<file path="src/design/qdd_pkg.sv">
// shared types, codes and tables for the quadrature detent decoder
`default_nettype none

package qdd_pkg;

   // result direction codes
   typedef enum logic [1:0] {
      TURN_NONE  = 2'd0,
      TURN_LEFT  = 2'd1,
      TURN_RIGHT = 2'd2
   } turn_type;

   // register file geometry and register indexes
   localparam int unsigned CSR_ADDR_W = 3;
   localparam int unsigned CSR_DATA_W = 32;
   localparam logic REG_PENDING_LIMIT = 1'b0;
   localparam logic REG_STOP_TICKS    = 1'b1;

   // register reset values
   localparam logic [6:0] PENDING_LIMIT_RESET = 7'd20;
   localparam logic [7:0] STOP_TICKS_RESET    = 8'd60;

   // pin states
   localparam logic [1:0] PINS_REST_HIGH = 2'b11;
   localparam logic [1:0] PINS_REST_LOW  = 2'b00;

   // movement per transition, indexed by {previous pins, current pins}
   localparam logic signed [1:0] STEP_TABLE [16] = '{
      2'sd0, -2'sd1, 2'sd1, 2'sd0,
      2'sd1, 2'sd0, 2'sd0, -2'sd1,
      -2'sd1, 2'sd0, 2'sd0, 2'sd1,
      2'sd0, 2'sd1, -2'sd1, 2'sd0
   };

endpackage

`default_nettype wire

</file>
<file path="src/design/quadrature_detent_decoder.sv">
// quadrature detent decoder: one encoder sample in, one detent report out
//
// Each transfer on the req_ channel is one sample tick carrying the two encoder
// pin levels and a take request. Each produces exactly one transfer on the rsp_
// channel: the detent taken (none, left, right), the signed pending total after
// the tick, and the half-cycle mode flag.
// The sample lands in an input register; from there the decode logic updates the
// encoder state and loads the result register.
// Throughput is one sample per cycle while rsp_ready holds; the tracking state is updated by a single
// register stage, so back-to-back samples chain without bubbles.
// If the receiver stalls, the result register holds its item and the input
// register still takes one more sample; req_ready drops only when both are full.
// Reset (synchronous, active high) empties both registers, restores pins to 11,
// clears counts, pending total and half mode, and reloads pending_limit (20) and
// stop_ticks (60). Registers sit on the csr_ APB port at byte addresses 0 and 4
// and should be written only while the block is idle.
`default_nettype none

module quadrature_detent_decoder (
   input  wire logic                              clock,
   input  wire logic                              reset,
   // sample channel
   input  wire logic                              req_valid,
   output      logic                              req_ready,
   input  wire logic                              req_pin_a,
   input  wire logic                              req_pin_b,
   input  wire logic                              req_take,
   // result channel
   output      logic                              rsp_valid,
   input  wire logic                              rsp_ready,
   output      logic [1:0]                        rsp_turn,
   output      logic signed [7:0]                 rsp_pending_after,
   output      logic                              rsp_half_mode,
   // register port
   input  wire logic                              csr_psel,
   input  wire logic                              csr_penable,
   input  wire logic                              csr_pwrite,
   input  wire logic [qdd_pkg::CSR_ADDR_W-1:0]    csr_paddr,
   input  wire logic [qdd_pkg::CSR_DATA_W-1:0]    csr_pwdata,
   output      logic [qdd_pkg::CSR_DATA_W-1:0]    csr_prdata,
   output      logic                              csr_pready
);

   // configuration registers
   logic [6:0] pending_limit_ff;
   logic [7:0] stop_ticks_ff;

   // input register
   logic       in_vld_ff;
   logic       pin_a_ff;
   logic       pin_b_ff;
   logic       take_ff;

   // tracking state
   logic [1:0]        last_pins_ff, last_pins_in;
   logic signed [7:0] move_ff, move_in;
   logic [7:0]        stable_ff, stable_in;
   logic              half_ff, half_in;
   logic signed [7:0] pending_ff, pending_in;

   // result register
   logic                  out_vld_ff;
   qdd_pkg::turn_type     turn_ff, turn_in;

   logic advance;

   // decode signals
   logic [1:0]        cur;
   logic              same;
   logic [7:0]        stable_inc;
   logic signed [1:0] step;
   logic signed [8:0] move_sum;
   logic signed [7:0] move_sat;
   logic              rest;
   logic              neg;
   logic [7:0]        mag;
   logic [7:0]        round_mag;
   logic signed [8:0] detents;
   logic signed [8:0] pend_sum;
   logic signed [8:0] lim9;
   logic signed [7:0] pend_upd;

   // register port: always ready, write on access phase
   assign csr_pready = 1'b1;

   always_ff @(posedge clock) begin
      if (reset) begin
         pending_limit_ff <= qdd_pkg::PENDING_LIMIT_RESET;
         stop_ticks_ff    <= qdd_pkg::STOP_TICKS_RESET;
      end else if (csr_psel && csr_penable && csr_pwrite) begin
         unique case (csr_paddr[2])
            qdd_pkg::REG_PENDING_LIMIT: pending_limit_ff <= csr_pwdata[6:0];
            qdd_pkg::REG_STOP_TICKS:    stop_ticks_ff    <= csr_pwdata[7:0];
            default: ;
         endcase
      end
   end

   // register readback
   always_comb begin
      unique case (csr_paddr[2])
         qdd_pkg::REG_PENDING_LIMIT: csr_prdata = {25'd0, pending_limit_ff};
         qdd_pkg::REG_STOP_TICKS:    csr_prdata = {24'd0, stop_ticks_ff};
         default:                    csr_prdata = '0;
      endcase
   end

   // flow control: a sample moves on when the result register is free or draining
   assign advance   = in_vld_ff && (!out_vld_ff || rsp_ready);
   assign req_ready = !in_vld_ff || advance;

   // input register
   always_ff @(posedge clock) begin
      if (reset) begin
         in_vld_ff <= 1'b0;
      end else if (req_ready) begin
         in_vld_ff <= req_valid;
      end
   end

   always_ff @(posedge clock) begin
      if (req_valid && req_ready) begin
         pin_a_ff <= req_pin_a;
         pin_b_ff <= req_pin_b;
         take_ff  <= req_take;
      end
   end

   // pin change and stable time
   always_comb begin
      cur        = {pin_a_ff, pin_b_ff};
      same       = (cur == last_pins_ff);
      stable_inc = (stable_ff == 8'hFF) ? 8'hFF : stable_ff + 8'd1;
      half_in    = half_ff | (same && (cur == qdd_pkg::PINS_REST_LOW)
                              && (stable_inc == stop_ticks_ff));
      stable_in  = same ? stable_inc : 8'd0;
      last_pins_in = cur;
   end

   // movement count with saturation at +/-127
   always_comb begin
      step     = qdd_pkg::STEP_TABLE[{last_pins_ff, cur}];
      move_sum = {move_ff[7], move_ff} + {{7{step[1]}}, step};
      if (move_sum > 9'sd127) begin
         move_sat = 8'sd127;
      end else if (move_sum < -9'sd127) begin
         move_sat = -8'sd127;
      end else begin
         move_sat = move_sum[7:0];
      end
      rest = !same && ((cur == qdd_pkg::PINS_REST_HIGH)
                       || ((cur == qdd_pkg::PINS_REST_LOW) && half_ff));
      if (rest) begin
         move_in = 8'sd0;
      end else if (same) begin
         move_in = move_ff;
      end else begin
         move_in = move_sat;
      end
   end

   // round to detents, half away from zero on the magnitude
   always_comb begin
      neg       = move_sat[7];
      mag       = neg ? 8'(-move_sat) : move_sat;
      round_mag = half_ff ? ((mag + 8'd1) >> 1) : ((mag + 8'd2) >> 2);
      detents   = neg ? -$signed({1'b0, round_mag}) : $signed({1'b0, round_mag});
   end

   // on arrival at a rest position, add to pending total and clamp to the limit
   always_comb begin
      pend_sum = detents + {pending_ff[7], pending_ff};
      lim9     = $signed({2'b00, pending_limit_ff});
      if (!rest) begin
         pend_upd = pending_ff;
      end else if (pend_sum > lim9) begin
         pend_upd = lim9[7:0];
      end else if (pend_sum < -lim9) begin
         pend_upd = 8'(-lim9);
      end else begin
         pend_upd = pend_sum[7:0];
      end
   end

   // take one detent after the update
   always_comb begin
      pending_in = pend_upd;
      turn_in    = qdd_pkg::TURN_NONE;
      if (take_ff && (pend_upd > 8'sd0)) begin
         pending_in = pend_upd - 8'sd1;
         turn_in    = qdd_pkg::TURN_RIGHT;
      end else if (take_ff && (pend_upd < 8'sd0)) begin
         pending_in = pend_upd + 8'sd1;
         turn_in    = qdd_pkg::TURN_LEFT;
      end
   end

   // tracking state, updated once per sample
   always_ff @(posedge clock) begin
      if (reset) begin
         last_pins_ff <= qdd_pkg::PINS_REST_HIGH;
         move_ff      <= 8'sd0;
         stable_ff    <= 8'd0;
         half_ff      <= 1'b0;
         pending_ff   <= 8'sd0;
      end else if (advance) begin
         last_pins_ff <= last_pins_in;
         move_ff      <= move_in;
         stable_ff    <= stable_in;
         half_ff      <= half_in;
         pending_ff   <= pending_in;
      end
   end

   // result register
   always_ff @(posedge clock) begin
      if (reset) begin
         out_vld_ff <= 1'b0;
      end else if (advance) begin
         out_vld_ff <= 1'b1;
      end else if (rsp_ready) begin
         out_vld_ff <= 1'b0;
      end
   end

   always_ff @(posedge clock) begin
      if (advance) begin
         turn_ff <= turn_in;
      end
   end

   // pending total and mode are the state itself after the sample
   assign rsp_valid         = out_vld_ff;
   assign rsp_turn          = turn_ff;
   assign rsp_pending_after = pending_ff;
   assign rsp_half_mode     = half_ff;

   // half mode never clears once latched
   a_half_sticky: assert property (@(posedge clock) disable iff (reset)
      half_ff |=> half_ff)
      else $error("half mode cleared");

   // pending total never reaches -128
   a_pending_range: assert property (@(posedge clock) disable iff (reset)
      pending_ff != -8'sd128)
      else $error("pending total out of range");

   // movement count stays within +/-127
   a_move_range: assert property (@(posedge clock) disable iff (reset)
      move_ff != -8'sd128)
      else $error("movement count out of range");

   // input side stalls only when both registers are full and output is blocked
   a_stall_cause: assert property (@(posedge clock) disable iff (reset)
      !req_ready |-> (in_vld_ff && out_vld_ff && !rsp_ready))
      else $error("input stalled without cause");

   // a right turn leaves the total one below a positive value
   a_turn_right: assert property (@(posedge clock) disable iff (reset)
      (advance && turn_in == qdd_pkg::TURN_RIGHT) |=> (pending_ff >= 8'sd0))
      else $error("right turn with negative total");

endmodule

`default_nettype wire

</file>
<file path="config.mk">
export PLATFORM = sky130hd
export DESIGN_NAME = quadrature_detent_decoder
export DESIGN_NICKNAME = d
export VERILOG_FILES = /design/src/design/qdd_pkg.sv /design/src/design/quadrature_detent_decoder.sv
export SDC_FILE = /design/constraint.sdc
export NUM_CORES = 1
export LEC_CHECK = 0
export BUFFER_PORTS_ARGS = -buffer_cell sky130_fd_sc_hd__buf_4
export CAP_MARGIN = 25
export CORE_MARGIN = 1.5
export CORE_UTILIZATION = 54
export DETAILED_ROUTE_END_ITERATION = 16
export PLACE_DENSITY = 0.77
export SYNTH_ARGS = -nofsm -noshare
export SYNTH_HDL_FRONTEND = slang
export SYNTH_SLANG_ARGS = --single-unit
</file>
<file path="constraint.sdc">
create_clock -name clock -period 14.01 [get_ports clock]
set_input_delay 1.401 -clock clock [delete_from_list [all_inputs] [get_ports clock]]
set_output_delay 1.401 -clock clock [all_outputs]
set_load 0.02 [all_outputs]
</file>
==> metrics.log, run 1 <==
[metrics] Gate Count Post-Synth: about 690
[metrics] slowest stage cell on the critical path: sky130_fd_sc_hd__mux4_2
[metrics] slowest stage delay, CP: about 600 ps
[metrics] GR Util All Layers: 26.0%
[metrics] Row Count: 36
[metrics] share of the cycle needed by the critical path after routing: 77.9%
[metrics] Die Area: roughly 10000 sq um
[metrics] reg-to-reg critical path endpoint: rsp_pending_after[3]
[metrics] maximum ir drop on the vdd rail: 0.0618 mV
[metrics] Placed Area: about 5600 sq um
[metrics] number of max-cap violations: 0
[metrics] final worst clock skew: roughly 4.3 ps
[metrics] initial standard-cell utilization of the core: roughly 55%
[metrics] router iterations before antenna repair: 7
[metrics] category of the worst setup path capture point: register
[metrics] Final GP Congestion: 0.927
[metrics] number of buffers added on ports: 39
[metrics] Fin. Hold Viols: 0
[metrics] Post-synth EDFFs: 5
[metrics] number of antenna diodes: 0
[metrics] power consumption: approximately 720 uW
[metrics] Slew headroom: 40.1%
[metrics] share of layout cells above drive strength 1: 10.3%
[metrics] reg2reg path depth: 44
[metrics] Post-CTS Setup Bufs: 0
[metrics] max-slew violation count: 0
[metrics] number of global-route vias before repair: about 4700
[metrics] count of boundary I/O pins: 91
[metrics] worst flop-to-flop path startpoint: pin_a_ff
[metrics] final critical-path required period: between 10000 and 15000 ps
[metrics] CTS Hold Bufs: 0
[metrics] Setup-failing EPs final: 0
[metrics] WS Path Type: register to register
[metrics] Power Dens Cells: between 100 and 150 nW/um^2
[metrics] vias post-DR: 5239
[metrics] proportion of synthesized chip area in sequential cells: 19.3%
[metrics] CP bufs+invs: 7
[metrics] residual antenna-violating net count after detailed routing: 0
[metrics] CTS Buffer Depth: 2
[metrics] mean instance size in the synthesized netlist: around 7.7 sq um
[metrics] proportion of synthesized flip-flops having asynchronous set or reset: 0%
[metrics] cell seen most often among critical-path stages: sky130_fd_sc_hd__ha_1
[metrics] post-synthesis cell type with the largest combined area: sky130_fd_sc_hd__dfxtp_1
[metrics] setup slack after layout: roughly 3100 ps
[metrics] Layout Nets: between 800 and 900
[metrics] most area-consuming cells after synthesis: sky130_fd_sc_hd__dfxtp_1 17%, sky130_fd_sc_hd__ha_1 10%, sky130_fd_sc_hd__nand2_1 4.9%
[metrics] CTS clock-pin slew for the worst setup and hold paths: around 90 ps
[metrics] number of antenna violations at the first check in global routing: 0
[metrics] Layout Area Growth over Synthesis: 6.49%
[metrics] worst setup path startpoint: pin_a_ff
[metrics] arrival time reported for the critical path endpoint: roughly 11000 ps
[metrics] detail-routed net length per standard cell: roughly 16 um
[metrics] highest clock frequency the design can meet: between 90 and 100 MHz
[metrics] global-route wire length before repair: 22100 um
[metrics] status: complete, no violations
[metrics] type of origin of the critical path: register
[metrics] Hold Path Sink: move_ff[3]
[metrics] Hold/Removal Path Class: register to register
[metrics] aggregate global routing overflow: 0
[metrics] clock sink count: 49
[metrics] core area: ~9700 sq um
[metrics] die span in y: slightly above 100 um
[metrics] count of unresolved DRC violations after routing: 0
[metrics] Hold Slack: 484 ps
[metrics] total detailed-routing wirelength: about 14000 um
[metrics] Yosys top cell area share: about 17%
[metrics] RSZ-0062 raised after global routing: no
[metrics] H-tree depth: 2
[metrics] Static Leak: approximately 0.0024 uW
[metrics] commonest register cell after synthesis: sky130_fd_sc_hd__dfxtp_1
[metrics] detail-routed via count per cell: a little over 6
[metrics] count of warnings emitted by yosys: 0
[metrics] critical path required time: approximately 14000 ps
[metrics] cell count along the critical path: 44
[metrics] post-route standard cell area excluding fillers: between 5000 and 6000 sq um
[metrics] beginning of the worst hold path: move_ff[3]
[metrics] R2R Setup Slk: approximately 3100 ps
[metrics] setup total negative slack: 0 ps
[metrics] clock latency reported for the late side of the worst-skew pair: roughly 300 ps
[metrics] Filler Cell Count: 918
[metrics] number of distinct library cells after synthesis: 90
[metrics] Die Wd: between 100 and 150 um
[metrics] list of most frequent post-synthesis cells: 69 x sky130_fd_sc_hd__nand2_1, 69 x sky130_fd_sc_hd__nor2_1, 44 x sky130_fd_sc_hd__dfxtp_1
[metrics] cell family contributing the most delay on the critical path: compound AO/OA/AOI/OAI gates
[metrics] number of instances resized during post-cts repair: 0
[metrics] Num CTS Buffers: 5
[metrics] post-synthesis sequential element count: 49
[metrics] worst-margin pin slew: roughly 900 ps
[metrics] hold path cells: 2
[metrics] TritonCTS clock tree: yes
[metrics] Crit Path Max Fanout: 13
[metrics] Clock Root Buffer: sky130_fd_sc_hd__clkbuf_8
[metrics] maximum number of pins on one net before global-route repair: 46
[metrics] Iteration-0 DRC Markers: between 300 and 400
[metrics] post-synth design cell area: about 5300 sq um
[metrics] placed wire-length estimate: 10500 um
[metrics] Post-Place Worst Slack: roughly 3400 ps
-- worst min-delay path: stages (launching register included) --
cell	delay, ps
sky130_fd_sc_hd__dfxtp_1	340
sky130_fd_sc_hd__nand2_1	60
sky130_fd_sc_hd__a21oi_1	50
-- state kept, by name (all words and copies together) (netlist names) --
signal / flops
rsp_pending_after: 8
pending_limit_ff: 7
rsp_half_mode: 1
pin_b_ff: 1
move_ff: 8
rsp_valid: 1
rsp_turn: 2
in_vld_ff: 1
take_ff: 1
last_pins_ff: 2
pin_a_ff: 1
stable_ff: 8
stop_ticks_ff: 8
-- power breakdown --
| group | leakage, uW | switching [uW] | internal [uW] |
|---|---|---|---|
| clock | 0.0000385 | 48.0 | 35.5 |
| combinational | 0.00191 | 280 | 194 |
| sequential | 0.000407 | 9.21 | 149 |
-- stage by stage --
step | utilization, % | instances
4_1_cts | 58.7 | 849
2_1_floorplan | - | 716
3_3_place_gp | 57.8 | 841
6_report | 58.7 | 849
3_5_place_dp | 57.8 | 841
5_1_grt | 58.7 | 849
-- cells by family (layout without fill, tap and decap cells) --
family	Yosys count	count (layout)	share of synthesized area, %
and+or+nand+nor	250	250	23.9
AOI/OAI and AO/OA	205	205	27.9
buffers and inverters	87	87	8.25
DFF	49	49	19.3
adders and majority gates	47	47	11.2
xor gates and xnor gates	39	39	6.40
muxes	14	14	2.93
other	2	25	0.141
-- cells in the final DEF (no fill, tap or decap), drive strengths merged, types with 8 or more instances in the layout --
cell and n:
a211oi 9, a21oi 32, a22oi 8, a31oi 11, and2 9, and3 8, buf 41, conb 25
dfxtp 44, ha 43, inv 38, mux2i 10, nand2 69, nand2b 13, nand3 14, nor2 69
nor3 18, nor4 10, o21a 20, o21ai 45, xnor2 27, xor2 12
-- worst max path at each step --
stage                           endpoint
global route        rsp_pending_after[4]
CTS                 rsp_pending_after[3]
global placement    rsp_pending_after[3]
finish              rsp_pending_after[3]
floorplan           rsp_pending_after[3]
detailed placement  rsp_pending_after[3]
-- per-layer routing --
| layer | track usage, % | vias to the layer above | wire length (um) |
|---|---|---|---|
| met5 | 0 | - | 0 |
| met4 | 6.53 | 0 | 250 |
| met3 | 2.60 | 26 | 908 |
| met2 | 45.5 | 228 | 6570 |
| met1 | 34.3 | 2448 | 5840 |
| li1 | - | 2537 | - |
-- area by class of cell --
class	count	area [sq um]	area share, %
Multi-Input combinational cell	580	3950	69.5
Sequential cell	49	1030	18.1
Timing Repair Buffer	41	308	5.42
Clock buffer	7	76.3	1.34
Tap cell	133	166	2.93
Inverter	38	143	2.51
Clock inverter	1	7.51	0.132
Note: power is estimated with default switching activity, not from simulation.
==> run 2: changes to the inputs <==
Clock period 14.01 ns to 10.27 ns, I/O delays scaled along.
==> run 2 against run 1 <==
Compared with the run above:
- total power up 45%
- non-clock buffer count is 23 higher
- utilization grew 3.1 points
- final cell count up 2.7%
- first-iteration DRC count fell by 20%
- die area stayed put
- sequential power is 37% higher
- clock skew is 2.8 ps higher
- wire length is 3.2% higher
- flip-flop and latch count unchanged
- critical path type unchanged
- critical endpoint unchanged
- largest cell class unchanged
- largest power group unchanged
==> metrics.log, run 2 (synthesized netlist as in run 1, its figures left out) <==
[metrics] detail-routed via count per cell: 6.07 (-1.7%)
[metrics] reg-to-reg critical path endpoint: rsp_pending_after[3]
[metrics] residual antenna-violating net count after detailed routing: 0 (unchanged)
[metrics] slowest stage cell on the critical path: sky130_fd_sc_hd__fa_1
[metrics] cell family contributing the most delay on the critical path: compound AO/OA/AOI/OAI gates
[metrics] TritonCTS clock tree: yes
[metrics] Crit Path Max Fanout: 9 (-4)
[metrics] maximum number of pins on one net before global-route repair: 46 (unchanged)
[metrics] number of max-cap violations: 0 (unchanged)
[metrics] power consumption: 1040 uW (+45%)
[metrics] worst setup path startpoint: pin_b_ff
[metrics] Final GP Congestion: 0.967 (+4.3%)
[metrics] share of the cycle needed by the critical path after routing: 93.7% (+16 points)
[metrics] Row Count: 36 (unchanged)
[metrics] highest-count cells in the layout ignoring fill and taps: 69 x sky130_fd_sc_hd__nand2_1, 67 x sky130_fd_sc_hd__nor2_1, 64 x sky130_fd_sc_hd__buf_4
[metrics] initial standard-cell utilization of the core: 55.1% (unchanged)
[metrics] Iteration-0 DRC Markers: 247 (-20%)
[metrics] CTS clock-pin slew for the worst setup and hold paths: 90 ps (about the same)
[metrics] cell seen most often among critical-path stages: sky130_fd_sc_hd__inv_1
[metrics] Slew headroom: 39.9% (-0.21 points)
[metrics] M1 WL: 5970 um (+2.2%)
[metrics] CTS Hold Bufs: 0 (unchanged)
[metrics] Setup-failing EPs final: 0 (unchanged)
[metrics] CTS Buffer Depth: 2 (unchanged)
[metrics] count of unresolved DRC violations after routing: 0 (unchanged)
[metrics] Met2 Routed Length: 7110 um (+8.3%)
[metrics] H-tree depth: 2 (unchanged)
[metrics] Clock Root Buffer: sky130_fd_sc_hd__clkbuf_8
[metrics] Power Dens Cells: 174 nW/um^2 (+38%)
[metrics] Layout Area Growth over Synthesis: 12.1%
[metrics] Hold/Removal Path Class: register to register
[metrics] max-slew violation count: 0 (unchanged)
[metrics] clock latency reported for the late side of the worst-skew pair: 300 ps (about the same)
[metrics] WS Path Type: register to register
[metrics] placed wire-length estimate: 11000 um (+4.8%)
[metrics] Fin. Hold Viols: 0 (unchanged)
[metrics] slowest stage delay, CP: 590 ps (about the same)
[metrics] share of layout cells above drive strength 1: 16.4% (+6.0 points)
[metrics] final critical-path required period: 9620 ps (-1300 ps)
[metrics] number of placed instances, taps included: 856 (+1.8%)
[metrics] end point of the critical path: rsp_pending_after[3]
[metrics] maximum ir drop on the vdd rail: 0.104 mV (+68%)
[metrics] Die Wd: 102 um (unchanged)
[metrics] cell count along the critical path: 44 (unchanged)
[metrics] count of boundary I/O pins: 91 (unchanged)
[metrics] category of the worst setup path capture point: register
[metrics] CP bufs+invs: 8 (+1)
[metrics] reg2reg path depth: 44 (unchanged)
[metrics] Static Leak: 0.00248 uW (+5.3%)
[metrics] arrival time reported for the critical path endpoint: 9810 ps (-1310 ps)
[metrics] Final Util: 61.7% (+3.1 points)
[metrics] Top Layer Used: met4
[metrics] Die Area: 10500 sq um (unchanged)
[metrics] leading cell type in the layout, fill and taps excluded: sky130_fd_sc_hd__nand2_1
[metrics] clock sink count: 49 (unchanged)
[metrics] number of antenna diodes: 0 (unchanged)
[metrics] core area: 9680 sq um (unchanged)
[metrics] highest clock frequency the design can meet: 104 MHz (+13%)
[metrics] met3 routed wirelength: 640 um (-30%)
[metrics] worst-margin pin slew: 901 ps (+3.13 ps)
[metrics] status: complete, no violations
[metrics] beginning of the worst hold path: move_ff[3]
[metrics] vias post-DR: 5289 (+0.95%)
[metrics] die span in y: 102 um (unchanged)
[metrics] GR Util All Layers: 26.8% (+0.79 points)
[metrics] Final Instance Count excl. Fillers: 872 (+2.7%)
[metrics] total detailed-routing wirelength: 14000 um (+3.2%)
[metrics] critical path required time: 10460 ps (-3750 ps)
[metrics] final worst clock skew: 7.06 ps (+2.75 ps)
[metrics] global-route wire length before repair: 22800 um (+3.4%)
[metrics] number of global-route vias before repair: 4999 (+6.5%)
[metrics] Layout Nets: 828 (+2.9%)
[metrics] number of buffers added on ports: 39 (unchanged)
[metrics] R2R Setup Slk: 650 ps (-2440 ps)
[metrics] type of origin of the critical path: register
[metrics] router iterations before antenna repair: 7 (unchanged)
[metrics] detail-routed net length per standard cell: 16.1 um (+0.52%)
[metrics] worst flop-to-flop path startpoint: pin_b_ff
[metrics] aggregate global routing overflow: 0 (unchanged)
[metrics] Num CTS Buffers: 5 (unchanged)
[metrics] number of antenna violations at the first check in global routing: 0 (unchanged)
-- run 2: worst min-delay path: cells and delay by family, from the launching register on --
kind	cells	cell delay [ps]
DFF	1	340
and+or+nand+nor	1	60
AOI/OAI and AO/OA	1	50
-- run 2: how the worst min path moves through the flow --
stage | to | cells after the start
floorplan | move_ff[3] | 2
global placement | move_ff[3] | 2
detailed placement | move_ff[3] | 2
CTS | move_ff[3] | 2
global route | move_ff[3] | 2
finish | move_ff[3] | 2
-- run 2: report_power, final --
group / internal [uW] / leakage (uW) / switching (uW)
registers: 203 / 0.000407 / 13.2
clock network: 48.8 / 0.0000424 / 63.5
logic: 303 / 0.00203 / 409
total: 555 / 0.00248 / 486
-- run 2: metrics by stage --
step / hold slack [ps] / setup TNS, ps / area [sq um] / worst slack (ps)
2_1_floorplan: 453 / 0 / 5420 / 917
3_3_place_gp: 470 / 0 / 5710 / 392
3_5_place_dp: 476 / 0 / 5710 / 218
4_1_cts: 489 / 0 / 5800 / 140
5_1_grt: 513 / -99.5 / 5980 / -50.5
6_report: 487 / 0 / 5980 / 651
-- run 2: layout make-up --
type / instances / area [sq um]
Inverter: 38 / 143
Clock buffer: 7 / 76.3
Multi-Input combinational cell: 580 / 4070
Fill cell: 920 / 3700
Timing Repair Buffer: 64 / 480
Clock inverter: 1 / 8.76
Sequential cell: 49 / 1030
Tap cell: 133 / 166
-- run 2: what timing repair did --
item,4_1_cts,5_1_grt
gates resized for setup,0,33
endpoints found under the setup margin,0,10
buffers inserted,0,8
endpoints found under the hold margin,0,0
-- run 2: per-layer routing --
| metal | vias to the layer above | GRT usage [%] |
|---|---|---|
| li1 | 2593 | - |
| met3 | 29 | 2.60 |
| met4 | 0 | 8.43 |
| met2 | 153 | 47.9 |
| met1 | 2514 | 33.8 |
| met5 | - | 0 |
